**config.mk**
```make
export PLATFORM = sky130hd
export DESIGN_NAME = round_robin_thread_scheduler
export DESIGN_NICKNAME = d
export VERILOG_FILES = /design/src/hw/rtl/rrts_pkg.sv /design/src/hw/rtl/rrts_ready_queue.sv /design/src/hw/rtl/round_robin_thread_scheduler.sv
export SDC_FILE = /design/constraint.sdc
export NUM_CORES = 1
export LEC_CHECK = 0
export BUFFER_PORTS_ARGS = -buffer_cell sky130_fd_sc_hd__clkbuf_2
export CORE_MARGIN = 10
export CORE_UTILIZATION = 40
export DETAILED_ROUTE_END_ITERATION = 10
export MAX_ROUTING_LAYER = met4
export PLACE_DENSITY_LB_ADDON = 0.15
export SLEW_MARGIN = 15
export SYNTH_ARGS = -nofsm -noshare
export SYNTH_HDL_FRONTEND = slang
export SYNTH_SLANG_ARGS = --single-unit
```
**constraint.sdc**
```tcl
create_clock -name clk -period 3.9 [get_ports clk]
set_clock_uncertainty 0.05 [all_clocks]
set_input_delay 0.585 -clock clk [delete_from_list [all_inputs] [get_ports clk]]
set_output_delay 0.585 -clock clk [all_outputs]
set_load 0.05 [all_outputs]
```
**src/hw/rtl/rrts_pkg.sv**
```systemverilog
// Shared types and codes of the round-robin thread scheduler.
package rrts_pkg;

  // Fixed widths of the item fields.
  localparam int unsigned TID_W   = 5;
  localparam int unsigned CPUID_W = 2;
  localparam int unsigned PST_W   = 2;
  localparam int unsigned S_DATA_W = 16;
  localparam int unsigned M_DATA_W = 16;

  // Item kinds carried in the input tuser.
  localparam logic KIND_READY = 1'b0;
  localparam logic KIND_SCHED = 1'b1;

  // New state reported for the outgoing thread.
  localparam logic [PST_W-1:0] PST_FREE     = 2'd0;
  localparam logic [PST_W-1:0] PST_READY    = 2'd1;
  localparam logic [PST_W-1:0] PST_SLEEPING = 2'd2;
  localparam logic [PST_W-1:0] PST_NONE     = 2'd3;

  // Control for one update of the ready queue.
  typedef struct packed {
    logic fire;    // the current item commits this cycle
    logic append;  // append the given thread at the tail
    logic pop;     // take the head after the append
  } q_cmd_t;

endpackage

```
**src/hw/rtl/rrts_ready_queue.sv**
```systemverilog
// Ready queue of thread numbers kept as a linked list in a next-pointer memory.
module rrts_ready_queue
  import rrts_pkg::*;
#(
  parameter int NUM_THREADS = 32
) (
  input  logic                           clk,
  input  logic                           rst,
  input  q_cmd_t                         cmd,
  input  logic [$clog2(NUM_THREADS)-1:0] append_id,
  output logic [$clog2(NUM_THREADS)-1:0] chosen
);

  localparam int TW = $clog2(NUM_THREADS);

  // Next-pointer memory; an entry is meaningful once its thread has a successor.
  logic [TW-1:0] link_mem [NUM_THREADS];

  logic [TW-1:0] head;
  logic [TW-1:0] tail;
  logic          empty;
  logic [TW-1:0] head_link;  // copy of link_mem[head], kept in step with writes

  logic [TW-1:0] head_app;
  logic [TW-1:0] tail_next;
  logic [TW-1:0] head_next;
  logic          empty_app;
  logic          empty_next;
  logic          link_wr;
  logic [TW-1:0] link_of_head;

  // Append first, then pop from the resulting queue.
  always_comb begin
    link_wr      = cmd.append && !empty;
    head_app     = (cmd.append && empty) ? append_id : head;
    empty_app    = empty && !cmd.append;
    tail_next    = cmd.append ? append_id : tail;
    // The head's successor was just written when the head is the old tail.
    link_of_head = (link_wr && (head_app == tail)) ? append_id : head_link;

    chosen     = '0;
    head_next  = head_app;
    empty_next = empty_app;
    if (cmd.pop && !empty_app) begin
      chosen = head_app;
      if (head_app == tail_next) begin
        empty_next = 1'b1;
      end else begin
        head_next = link_of_head;
      end
    end
  end

  // Control registers of the queue.
  always_ff @(posedge clk) begin
    if (rst) begin
      head  <= '0;
      tail  <= '0;
      empty <= 1'b1;
    end else if (cmd.fire) begin
      head  <= head_next;
      tail  <= tail_next;
      empty <= empty_next;
    end
  end

  // Memory write at the old tail and registered read of the new head's link.
  always_ff @(posedge clk) begin
    if (cmd.fire) begin
      if (link_wr) begin
        link_mem[tail] <= append_id;
      end
      if (link_wr && (tail == head_next)) begin
        head_link <= append_id;
      end else begin
        head_link <= link_mem[head_next];
      end
    end
  end

endmodule

```
**src/hw/rtl/round_robin_thread_scheduler.sv**
```systemverilog
// Top level of the round-robin thread scheduler.
//
//  Channel  Dir  Handshake          Payload
//  s_*      in   s_tvalid/s_tready  s_tuser: kind; s_tdata: thread, cpu, dying, sleep
//  m_*      out  m_tvalid/m_tready  m_tdata: chosen, previous, new state, rejected
//
// An accepted beat is held in the input register, where the queue update and the
// CPU table update are worked out, and its result is registered in the result
// register when it commits; one beat per cycle sustained while the result side does
// not stall. The CPU table is read as a beat enters the input register, with
// forwarding of the write in flight. Reset is synchronous; the CPU table valid bits
// clear at once. A stalled result holds the input register, which then holds
// s_tready low.
module round_robin_thread_scheduler
  import rrts_pkg::*;
#(
  parameter int NUM_THREADS = 32,
  parameter int NUM_CPUS    = 4
) (
  input  logic                clk,
  input  logic                rst,
  input  logic                s_tvalid,
  output logic                s_tready,
  // Bits from the lowest: thread_id[4:0], cpu_id[6:5], cur_is_dying[7],
  // cur_wants_sleep[8], zero fill.
  input  logic [S_DATA_W-1:0] s_tdata,
  // Bits from the lowest: kind[0].
  input  logic [0:0]          s_tuser,
  output logic                m_tvalid,
  input  logic                m_tready,
  // Bits from the lowest: chosen_thread[4:0], previous_thread[9:5],
  // previous_new_state[11:10], rejected[12], zero fill.
  output logic [M_DATA_W-1:0] m_tdata
);

  localparam int TW = $clog2(NUM_THREADS);
  localparam int CW = (NUM_CPUS > 1) ? $clog2(NUM_CPUS) : 1;

  // Input register.
  logic               a_valid;
  logic               a_kind;
  logic [TID_W-1:0]   a_tid;
  logic [CPUID_W-1:0] a_cpu;
  logic               a_dying;
  logic               a_sleep;
  logic [TW-1:0]      cpu_rd;
  logic               cpu_rd_vld;

  // Current thread of each CPU.
  logic [TW-1:0]       cpu_mem [NUM_CPUS];
  logic [NUM_CPUS-1:0] cpu_valid;

  logic          s_accept;
  logic          fire;
  logic [CW-1:0] s_cpu_idx;
  logic [CW-1:0] a_cpu_idx;
  logic          cpu_ok;
  logic          tid_bad;
  logic          cpu_wr;
  logic [TW-1:0] prev;
  logic [TW-1:0] chosen;
  logic [TW-1:0] append_id;
  q_cmd_t        qcmd;

  logic [TID_W-1:0] res_chosen;
  logic [TID_W-1:0] res_prev;
  logic [PST_W-1:0] res_state;
  logic             res_rej;

  // Handshake of the input register and the result register.
  assign fire      = a_valid && (!m_tvalid || m_tready);
  assign s_tready  = !a_valid || fire;
  assign s_accept  = s_tvalid && s_tready;
  assign s_cpu_idx = CW'(s_tdata[6:5]);
  assign a_cpu_idx = CW'(a_cpu);

  // Decode of the held beat.
  always_comb begin
    cpu_ok    = 32'(a_cpu) < NUM_CPUS;
    tid_bad   = (a_tid == '0) || (32'(a_tid) >= NUM_THREADS);
    prev      = cpu_rd_vld ? cpu_rd : '0;
    append_id = prev;
    qcmd.fire   = fire;
    qcmd.append = 1'b0;
    qcmd.pop    = 1'b0;
    res_state = PST_NONE;
    res_rej   = 1'b0;
    res_prev  = '0;
    if (a_kind == KIND_READY) begin
      append_id   = TW'(a_tid);
      qcmd.append = fire && !tid_bad;
      res_rej     = tid_bad;
    end else if (cpu_ok) begin
      qcmd.pop = fire;
      res_prev = TID_W'(prev);
      if (a_dying) begin
        res_state = PST_FREE;
      end else if (a_sleep) begin
        res_state = PST_SLEEPING;
      end else begin
        res_state   = PST_READY;
        qcmd.append = fire && (prev != '0);
      end
    end
    res_chosen = TID_W'(chosen);
  end

  assign cpu_wr = fire && (a_kind == KIND_SCHED) && cpu_ok;

  rrts_ready_queue #(
    .NUM_THREADS(NUM_THREADS)
  ) u_queue (
    .clk      (clk),
    .rst      (rst),
    .cmd      (qcmd),
    .append_id(append_id),
    .chosen   (chosen)
  );

  // Input register control.
  always_ff @(posedge clk) begin
    if (rst) begin
      a_valid <= 1'b0;
    end else if (s_accept) begin
      a_valid <= 1'b1;
    end else if (fire) begin
      a_valid <= 1'b0;
    end
  end

  // Input payload and the early read of the CPU table with forwarding.
  always_ff @(posedge clk) begin
    if (s_accept) begin
      a_kind  <= s_tuser[0];
      a_tid   <= s_tdata[4:0];
      a_cpu   <= s_tdata[6:5];
      a_dying <= s_tdata[7];
      a_sleep <= s_tdata[8];
      if (cpu_wr && (a_cpu_idx == s_cpu_idx)) begin
        cpu_rd     <= chosen;
        cpu_rd_vld <= 1'b1;
      end else begin
        cpu_rd     <= cpu_mem[s_cpu_idx];
        cpu_rd_vld <= cpu_valid[s_cpu_idx];
      end
    end
  end

  // CPU table write.
  always_ff @(posedge clk) begin
    if (cpu_wr) begin
      cpu_mem[a_cpu_idx] <= chosen;
    end
  end

  // An entry that was never written reads as the idle thread.
  always_ff @(posedge clk) begin
    if (rst) begin
      cpu_valid <= '0;
    end else if (cpu_wr) begin
      cpu_valid[a_cpu_idx] <= 1'b1;
    end
  end

  // Result register.
  always_ff @(posedge clk) begin
    if (rst) begin
      m_tvalid <= 1'b0;
    end else if (fire) begin
      m_tvalid <= 1'b1;
    end else if (m_tready) begin
      m_tvalid <= 1'b0;
    end
  end

  always_ff @(posedge clk) begin
    if (fire) begin
      m_tdata <= {3'b000, res_rej, res_state, res_prev, res_chosen};
    end
  end

  // A held beat with a stalled result keeps the input side closed.
  assert property (@(posedge clk) disable iff (rst)
    a_valid && m_tvalid && !m_tready |-> !s_tready)
    else $error("input accepted while the held beat is stalled");

  // Every committed beat shows up as a result beat.
  assert property (@(posedge clk) disable iff (rst)
    fire |=> m_tvalid)
    else $error("committed beat produced no result");

  // A ready request reports no thread change.
  assert property (@(posedge clk) disable iff (rst)
    fire && (a_kind == KIND_READY) |=> (m_tdata[9:0] == '0) && (m_tdata[11:10] == PST_NONE))
    else $error("ready request reported a thread change");

  // A schedule request is never rejected.
  assert property (@(posedge clk) disable iff (rst)
    fire && (a_kind == KIND_SCHED) |=> !m_tdata[12])
    else $error("schedule request flagged as rejected");

endmodule

```
Word level (Yosys, flattened, before mapping)
Memories as Yosys holds them, arrays and structs flattened. A register that Yosys moved wholly into a read port is not among the register bits.
Index checks and enable logic that the tools add are counted.
W data, S select, Z words.
{ "word_totals": {"ff_bits": 41, "mem_bits_rw": 180, "input_bits": 21, "word_cells": 77, "n_memories": 2} }
{ "mem_list": {"columns": ["name", "depth", "word_bits", "rd", "rd_clocked_by_memory_dff", "write_ports", "line", "text"], "rows": [
  ["u_queue.link_mem", 32, 5, 1, 1, 1, "rrts_ready_queue.sv:17", "logic [TW-1:0] link_mem [NUM_THREADS];"],
  ["cpu_mem", 4, 5, 1, 1, 1, "round_robin_thread_scheduler.sv:50", "logic [TW-1:0] cpu_mem [NUM_CPUS];"]
]} }
{ "classes": {"n_lt_le_gt_ge": 3, "n_eq_ne": 3, "muxes": 29, "bitwise": 1, "n_reduce_logical": 24} }
{ "op_table": {"columns": ["cell", "count"], "rows": [
  ["$mux W5", 8],
  ["$mux W1", 17],
  ["$logic_and A1 B1 Y1", 12],
  ["$eq A5 B5 Y1", 2],
  ["$logic_not A1 Y1", 6],
  ["$lt A2 B3 Y1 const B", 2],
  ["$logic_not A5 Y1", 1],
  ["$reduce_bool A5 Y1", 1],
  ["$mux W2", 2],
  ["$or A4 B4 Y4", 1],
  ["$reduce_bool A2 Y1", 2],
  ["$bmux W1 S2", 1],
  ["$demux W1 S2", 1],
  ["$eq A2 B2 Y1", 1],
  ["$ge A2 B1 Y1 const B", 1],
  ["$logic_or A1 B1 Y1", 2]
]} }

Longest topological paths before layout
{ "logic_depth": {"depth_word": 14, "ltp_mapped": 16, "mapped_depth_nobuf": 11} }

By module
Synthesis repeated with hierarchy kept, for this count alone.
{ "hier_totals": {"hier_cells": 670, "area_unflattened_um2": 9816.9} }
{ "modules_own_cells": {"columns": ["mod", "instances", "cells_each", "area_per_inst_um2", "seq_area_each_um2"], "rows": [
  ["rrts_ready_queue", 1, 547, 7683.6, 5175.0],
  ["round_robin_thread_scheduler", 1, 123, 2133.3, 1591.5]
]} }

Worst setup path after synthesis
Ideal clock, no wire load.
{ "synth_timing": {"path_kind": "in2reg", "start": "input m_tready", "end": "register u_queue.head_link[2], read port of u_queue.link_mem, data pin", "arrival_ns": 3.468, "required_ns": 3.583, "setup_slack_ns": 0.115, "stages": 11, "path_buffers": 0, "cell_sequence": "nand2b_1 and2_1 nand2_1 o31ai_2 and3_1 nor3_4 mux4_2 a2111o_1 a221o_1 o41ai_2 o21ai_1"} }
{ "synth_between": {"elab_chain_cells": 13, "word_cells_on_any_way": 22} }
{ "synth_rtl": {"columns": ["element", "line", "text"], "rows": [
  ["from (decl)", "round_robin_thread_scheduler.sv:30", "input logic m_tready,"],
  ["$logic_or A1 B1 Y1 (*)", "round_robin_thread_scheduler.sv:71", "assign fire = a_valid && (!m_tvalid || m_tready);"],
  ["$logic_and A1 B1 Y1 (*)", "round_robin_thread_scheduler.sv:71", null],
  ["via fire", "round_robin_thread_scheduler.sv:54", "logic fire;"],
  ["$logic_and A1 B1 Y1", "round_robin_thread_scheduler.sv:102", "qcmd.append = fire && (prev != '0);"],
  ["$mux W1", "round_robin_thread_scheduler.sv:98", "end else if (a_sleep) begin"],
  ["$mux W1", "round_robin_thread_scheduler.sv:96", "if (a_dying) begin"],
  ["$mux W1", "round_robin_thread_scheduler.sv:89", "if (a_kind == KIND_READY) begin"],
  ["$logic_and A1 B1 Y1", "rrts_ready_queue.sv:35", "head_app = (cmd.append && empty) ? append_id : head;"],
  ["$mux W5", "rrts_ready_queue.sv:35", null],
  ["$eq A5 B5 Y1", "rrts_ready_queue.sv:39", "link_of_head = (link_wr && (head_app == tail)) ? append_id : head_link;"],
  ["$logic_and A1 B1 Y1", "rrts_ready_queue.sv:39", null],
  ["$mux W5", "rrts_ready_queue.sv:39", null],
  ["$mux W5", "rrts_ready_queue.sv:46", "if (head_app == tail_next) begin"],
  ["$mux W5", "rrts_ready_queue.sv:44", "if (cmd.pop && !empty_app) begin"],
  ["to (decl)", "rrts_ready_queue.sv:22", "logic [TW-1:0] head_link;"]
]} }
The timed path passes the listed nets; every way through them passes the cells marked *.
A chain may end at the register's enable or synchronous reset.

Worst setup path in the final report
{ "layout_timing": {"start": "register cpu_rd[0], read port of cpu_mem", "end": "register u_queue.head_link[4], read port of u_queue.link_mem, data pin"} }
{ "layout_between": {"elab_chain_cells": 13, "word_cells_on_any_way": 21} }
{ "layout_rtl": {"columns": ["element", "line", "text"], "rows": [
  ["from (decl)", "round_robin_thread_scheduler.sv:46", "logic [TW-1:0] cpu_rd;"],
  ["$mux W5 (*)", "round_robin_thread_scheduler.sv:81", "prev = cpu_rd_vld ? cpu_rd : '0;"],
  ["$reduce_bool A5 Y1", "round_robin_thread_scheduler.sv:102", null],
  ["$logic_and A1 B1 Y1", "round_robin_thread_scheduler.sv:102", null],
  ["$mux W1", "round_robin_thread_scheduler.sv:98", null],
  ["$mux W1", "round_robin_thread_scheduler.sv:96", null],
  ["$mux W1", "round_robin_thread_scheduler.sv:89", null],
  ["$logic_and A1 B1 Y1", "rrts_ready_queue.sv:35", null],
  ["$mux W5", "rrts_ready_queue.sv:35", null],
  ["$eq A5 B5 Y1", "rrts_ready_queue.sv:39", null],
  ["$logic_and A1 B1 Y1", "rrts_ready_queue.sv:39", null],
  ["$mux W5", "rrts_ready_queue.sv:39", null],
  ["$mux W5", "rrts_ready_queue.sv:46", null],
  ["$mux W5 (*)", "rrts_ready_queue.sv:44", null]
]} }
Mark *: on every way between the ends. The rest lies on a longest branch, timed or not.

==> run summary <==
The flow ran to the end, but the final reports show violations. The checks that failed: setup timing. The routed wire length per instance came out at 21.9 um.

The sum of internal, switching and leakage power came out at between 5 and 6 mW. The global router's overall resource usage came out at 16.5%. The cell internal power dissipation is between 4 and 5 mW. The post-synthesis register bit count is 231.

In the post-synthesis netlist, the cell with the most instances is edfxtp_1. The data arrival time at the worst-slack endpoint is 4.13 ns. For hold timing, the worst endpoint is a_tid[2]. The placeable core region is 0.0245 mm^2. The placed instances occupy a cell area of 0.0110 mm^2.

Wires add up to 25,900 um. Per report_power, the clock group accounts for 41.0% of the total. Counting every instance in the synthesized netlist gives 731. The die width came out at between 150 and 200 um. The share of flip-flops with an asynchronous set or reset is 0%. Among the stages of the critical path, the cell type that occurs most often is buf_4. The classification of the worst setup path is register to register. The leading area contributor after synthesis is edfxtp_1. The final design utilization is between 50% and 60%. The number of warnings reported in the yosys synthesis log is 0. The layout overhead on the synthesized area is 23.0%. The area used by sequential logic in the layout came out at 0.00677 mm^2. The endpoint identified for the worst register-to-register timing path is u_queue.head_link[4]. The shortest period the worst path allows came out at 3.90 ns. The share of cells above drive strength 1 came out at 27.1%. The number of DRC violations after detailed-routing iteration 0 came out at between 400 and 500.

TritonCTS built the clock tree. Summing all non-filler instances in the final layout gives an area of between 0.01 and 0.015 mm^2. STA classifies the critical path endpoint as a register. The remaining global-route overflow is 0.

The cell depth of the worst setup path is 16. The signal on the critical path passes through o41ai_2 > buf_4 > a32o_2 > nor3_2 > a2111oi_4 > a21boi_4 > nor3_4 > buf_12 > buf_12 > buf_4 > a21oi_1 > a22oi_1 > mux2_2 > a2111oi_4 > buf_4 > nor3_1. After filler insertion, the fill cell instance count of the layout stands at 2,092.

The maximum buffer depth of the clock tree came out at 3. In this run, flip-flops and latches consume 47.1% of the power. The launch instance of the worst register-to-register path is cpu_rd[0]. The later pin in the worst-skew pair is clocked with a latency of 0.53 ns. Counting instances in the post-synthesis netlist gives the leading cell types as edfxtp_1 (214), nor2_1 (80), nand2_1 (73). After synthesis, the netlist uses 75 different library cells.

The fraction of synthesized cell area taken by the top area cell type is 64.4%. The HPWL after detailed placement is around 17,000 um. Across all setup checks in the final design, the least slack found is -0.00139 ns. The wire length of the first global-routing pass came out at about 40,000 um.

The number of vias after detailed routing came out at 6,558. The worst-case IR drop observed on VDD is 0.357 mV. The floorplan has 57 rows. For the pin with the worst max-slew slack, the measured transition is around 1.1 ns. The area of combinational cells with multiple inputs is approximately 0.0032 mm^2.

The worst-case headroom to the max-slew limit is 27.4%. The path depth of the worst reg2reg path is 16. Across all register-to-register paths, the minimum setup slack is -0.001 ns. The antenna diode instance count came out at 0. The startpoint of the most critical hold path is s_tdata[2].

The via count of the first global-routing pass was 6,563. Summing the sequential cell areas from Yosys gives 67.8% of the chip area. The weighted congestion reported at the end of routability-driven placement came out at 0.871.

CTS saw 231 sinks. The mean number of vias per cell came out at about 5.5. The cell with the largest stage delay on the worst path is o41ai_2. The max-capacitance violation count came out at 0. The port buffer count is 28. After the last flow step, the layout net total stands at about 860. Based on the critical path, the design can be clocked at up to 256 MHz. The clock-pin slew on the worst setup and hold paths is 0.06 ns. Ranked by total cell area, the synthesized netlist is headed by edfxtp_1 (64%), dfxtp_1 (3.4%), nor2_1 (3.0%). In this run the number of H-tree levels came out at 1. The count of endpoints failing hold in the final timing report came out at 0. The switching power as a share of total power came out at 24.1%. The number of enable-type register cells in the synthesized netlist came out at about 210.

The max-slew violation count was 0. The setup-violating endpoint count in the final report came out at 1. The total CTS buffers is 25.

The largest fanout of any net on the critical path came out at 17. STA puts the critical path data required time at around 4.1 ns. The largest single stage delay on the critical path is 0.43 ns. The power dissipated by switching net loads is 1.42 mW.

The share of the clock period used by the worst path after layout is 100%. The overall die area came out at 0.0317 mm^2. Summed over all failing endpoints, the final setup total negative slack is -0.00139 ns. The cell area that synthesis handed to floorplanning was around 0.01 mm^2.

Together, buffers and inverters on the worst path number 5. The number of instances on the worst hold path is 1. The average cell area after synthesis is 13.7 um^2.

The floorplan step set the die height to about 180 um. For this run, the leading register cell type out of synthesis is edfxtp_1. The post-route DRC violation count is 0. The initial antenna violation count came to 0. STA classifies the critical path startpoint as a register. For this design the static power due to leakage is 4.30 nW. The clock root buffer is clkbuf_16. In this run the worst setup path begins at cpu_rd[0]. The iteration count of the initial detailed-routing pass came out at 5.

Once detail routing completed, the nets flagged for antenna violations numbered 0. The initial core utilization came out at 40.8%. The total power per unit cell area came out at 481 mW/mm^2. The combinational cell fraction of total power came out at 11.9%. Among cell families on the critical path, the largest total delay comes from compound AO/OA/AOI/OAI gates. The tightest min-delay check is of the primary input to register type. Setup repair after global routing could not meet its margin everywhere. The I/O pin count is 39.

The largest net degree at the start of global routing came out at 37.
[stage by stage]
step / cells / hold WS (ns) / setup slack (ns)
floorplan: 733 / 0.385 / 0.115
global placement: 1125 / 0.398 / -0.249
detailed placement: 1125 / 0.420 / -0.196
CTS: 1172 / 0.179 / -0.00855
global route: 1184 / 0.179 / -0.165
finish: 1184 / 0.195 / -0.00139
[layout by cell type, fill, tap and decap left out, drive strengths merged, types with 6 or more instances in the layout]
cell | synthesis | final
xnor2 | 6 | 6
nand3 | 14 | 14
and3 | 9 | 9
nor2 | 80 | 80
edfxtp | 214 | 214
clkbuf | 21 | 58
a211o | 11 | 11
o31a | 9 | 9
mux2i | 26 | 26
buf | 25 | 99
o31ai | 8 | 8
nor3 | 9 | 9
a21oi | 45 | 45
nand2 | 74 | 74
xor2 | 6 | 6
mux4 | 8 | 8
o21ai | 13 | 13
dfxtp | 17 | 17
clkinv | 0 | 7
nand4 | 6 | 6
a211oi | 18 | 18
and2 | 6 | 6
inv | 12 | 13
[sequential cells by signal, summed over array words and instances (netlist names)]
signal,flops
a_valid,1
cpu_mem,20
u_queue.empty,1
a_kind,1
a_cpu,2
m_tvalid,1
u_queue.link_mem,160
u_queue.head,5
m_tdata,13
a_tid,5
cpu_rd_vld,1
u_queue.head_link,5
a_sleep,1
cpu_valid,4
a_dying,1
cpu_rd,5
u_queue.tail,5
[logic make-up (layout without fill, tap and decap cells)]
logic type	count (synthesis)	in the layout	share of synthesized area, %
other	1	3	0.0376
buffers and inverters	58	185	2.83
xor gates and xnor gates	12	12	1.05
and+or+nand+nor	225	225	10.6
AOI/OAI and AO/OA	168	168	13.0
muxes	36	36	4.68
DFF	231	231	67.8
[area by class of cell]
type | instances | share of cell area [%]
clock inverters | 16 | 1.62
repair buffers | 128 | 8.17
well taps | 324 | 3.30
flip-flops and latches | 231 | 55.1
clock buffers | 29 | 5.22
inverters | 12 | 0.367
multi-input cells | 444 | 26.2
[worst max path at each step]
stage,end,slack (ns)
2_1_floorplan,u_queue.head_link[2],0.12
3_5_place_dp,u_queue.head_link[4],-0.20
6_report,u_queue.head_link[4],-0.001
5_1_grt,u_queue.head_link[4],-0.17
3_3_place_gp,u_queue.head_link[4],-0.25
4_1_cts,u_queue.head_link[4],-0.009
[per-layer routing]
metal / GRT usage, % / wire (um)
met3: 2.34 / 1340
met5: - / 0
met2: 26.4 / 12700
met4: 4.41 / 460
met1: 21.7 / 11400
[power by group through the flow]
stage | sequential (mW) | combinational (mW) | clock [mW]
CTS | 2.78 | 0.646 | 2.46
global placement | 2.83 | 0.616 | 0
finish | 2.78 | 0.702 | 2.42
detailed placement | 2.83 | 0.623 | 0
floorplan | 2.85 | 0.352 | 0
global route | 2.79 | 0.749 | 2.58
[repair_timing]
item,4_1_cts,5_1_grt
buffers inserted,2,11
hold buffers,0,0
resized for setup,18,52
pin swaps,8,14
endpoints found under the setup margin,5,5
cloned,0,1
(Power assumes the default switching activity.)
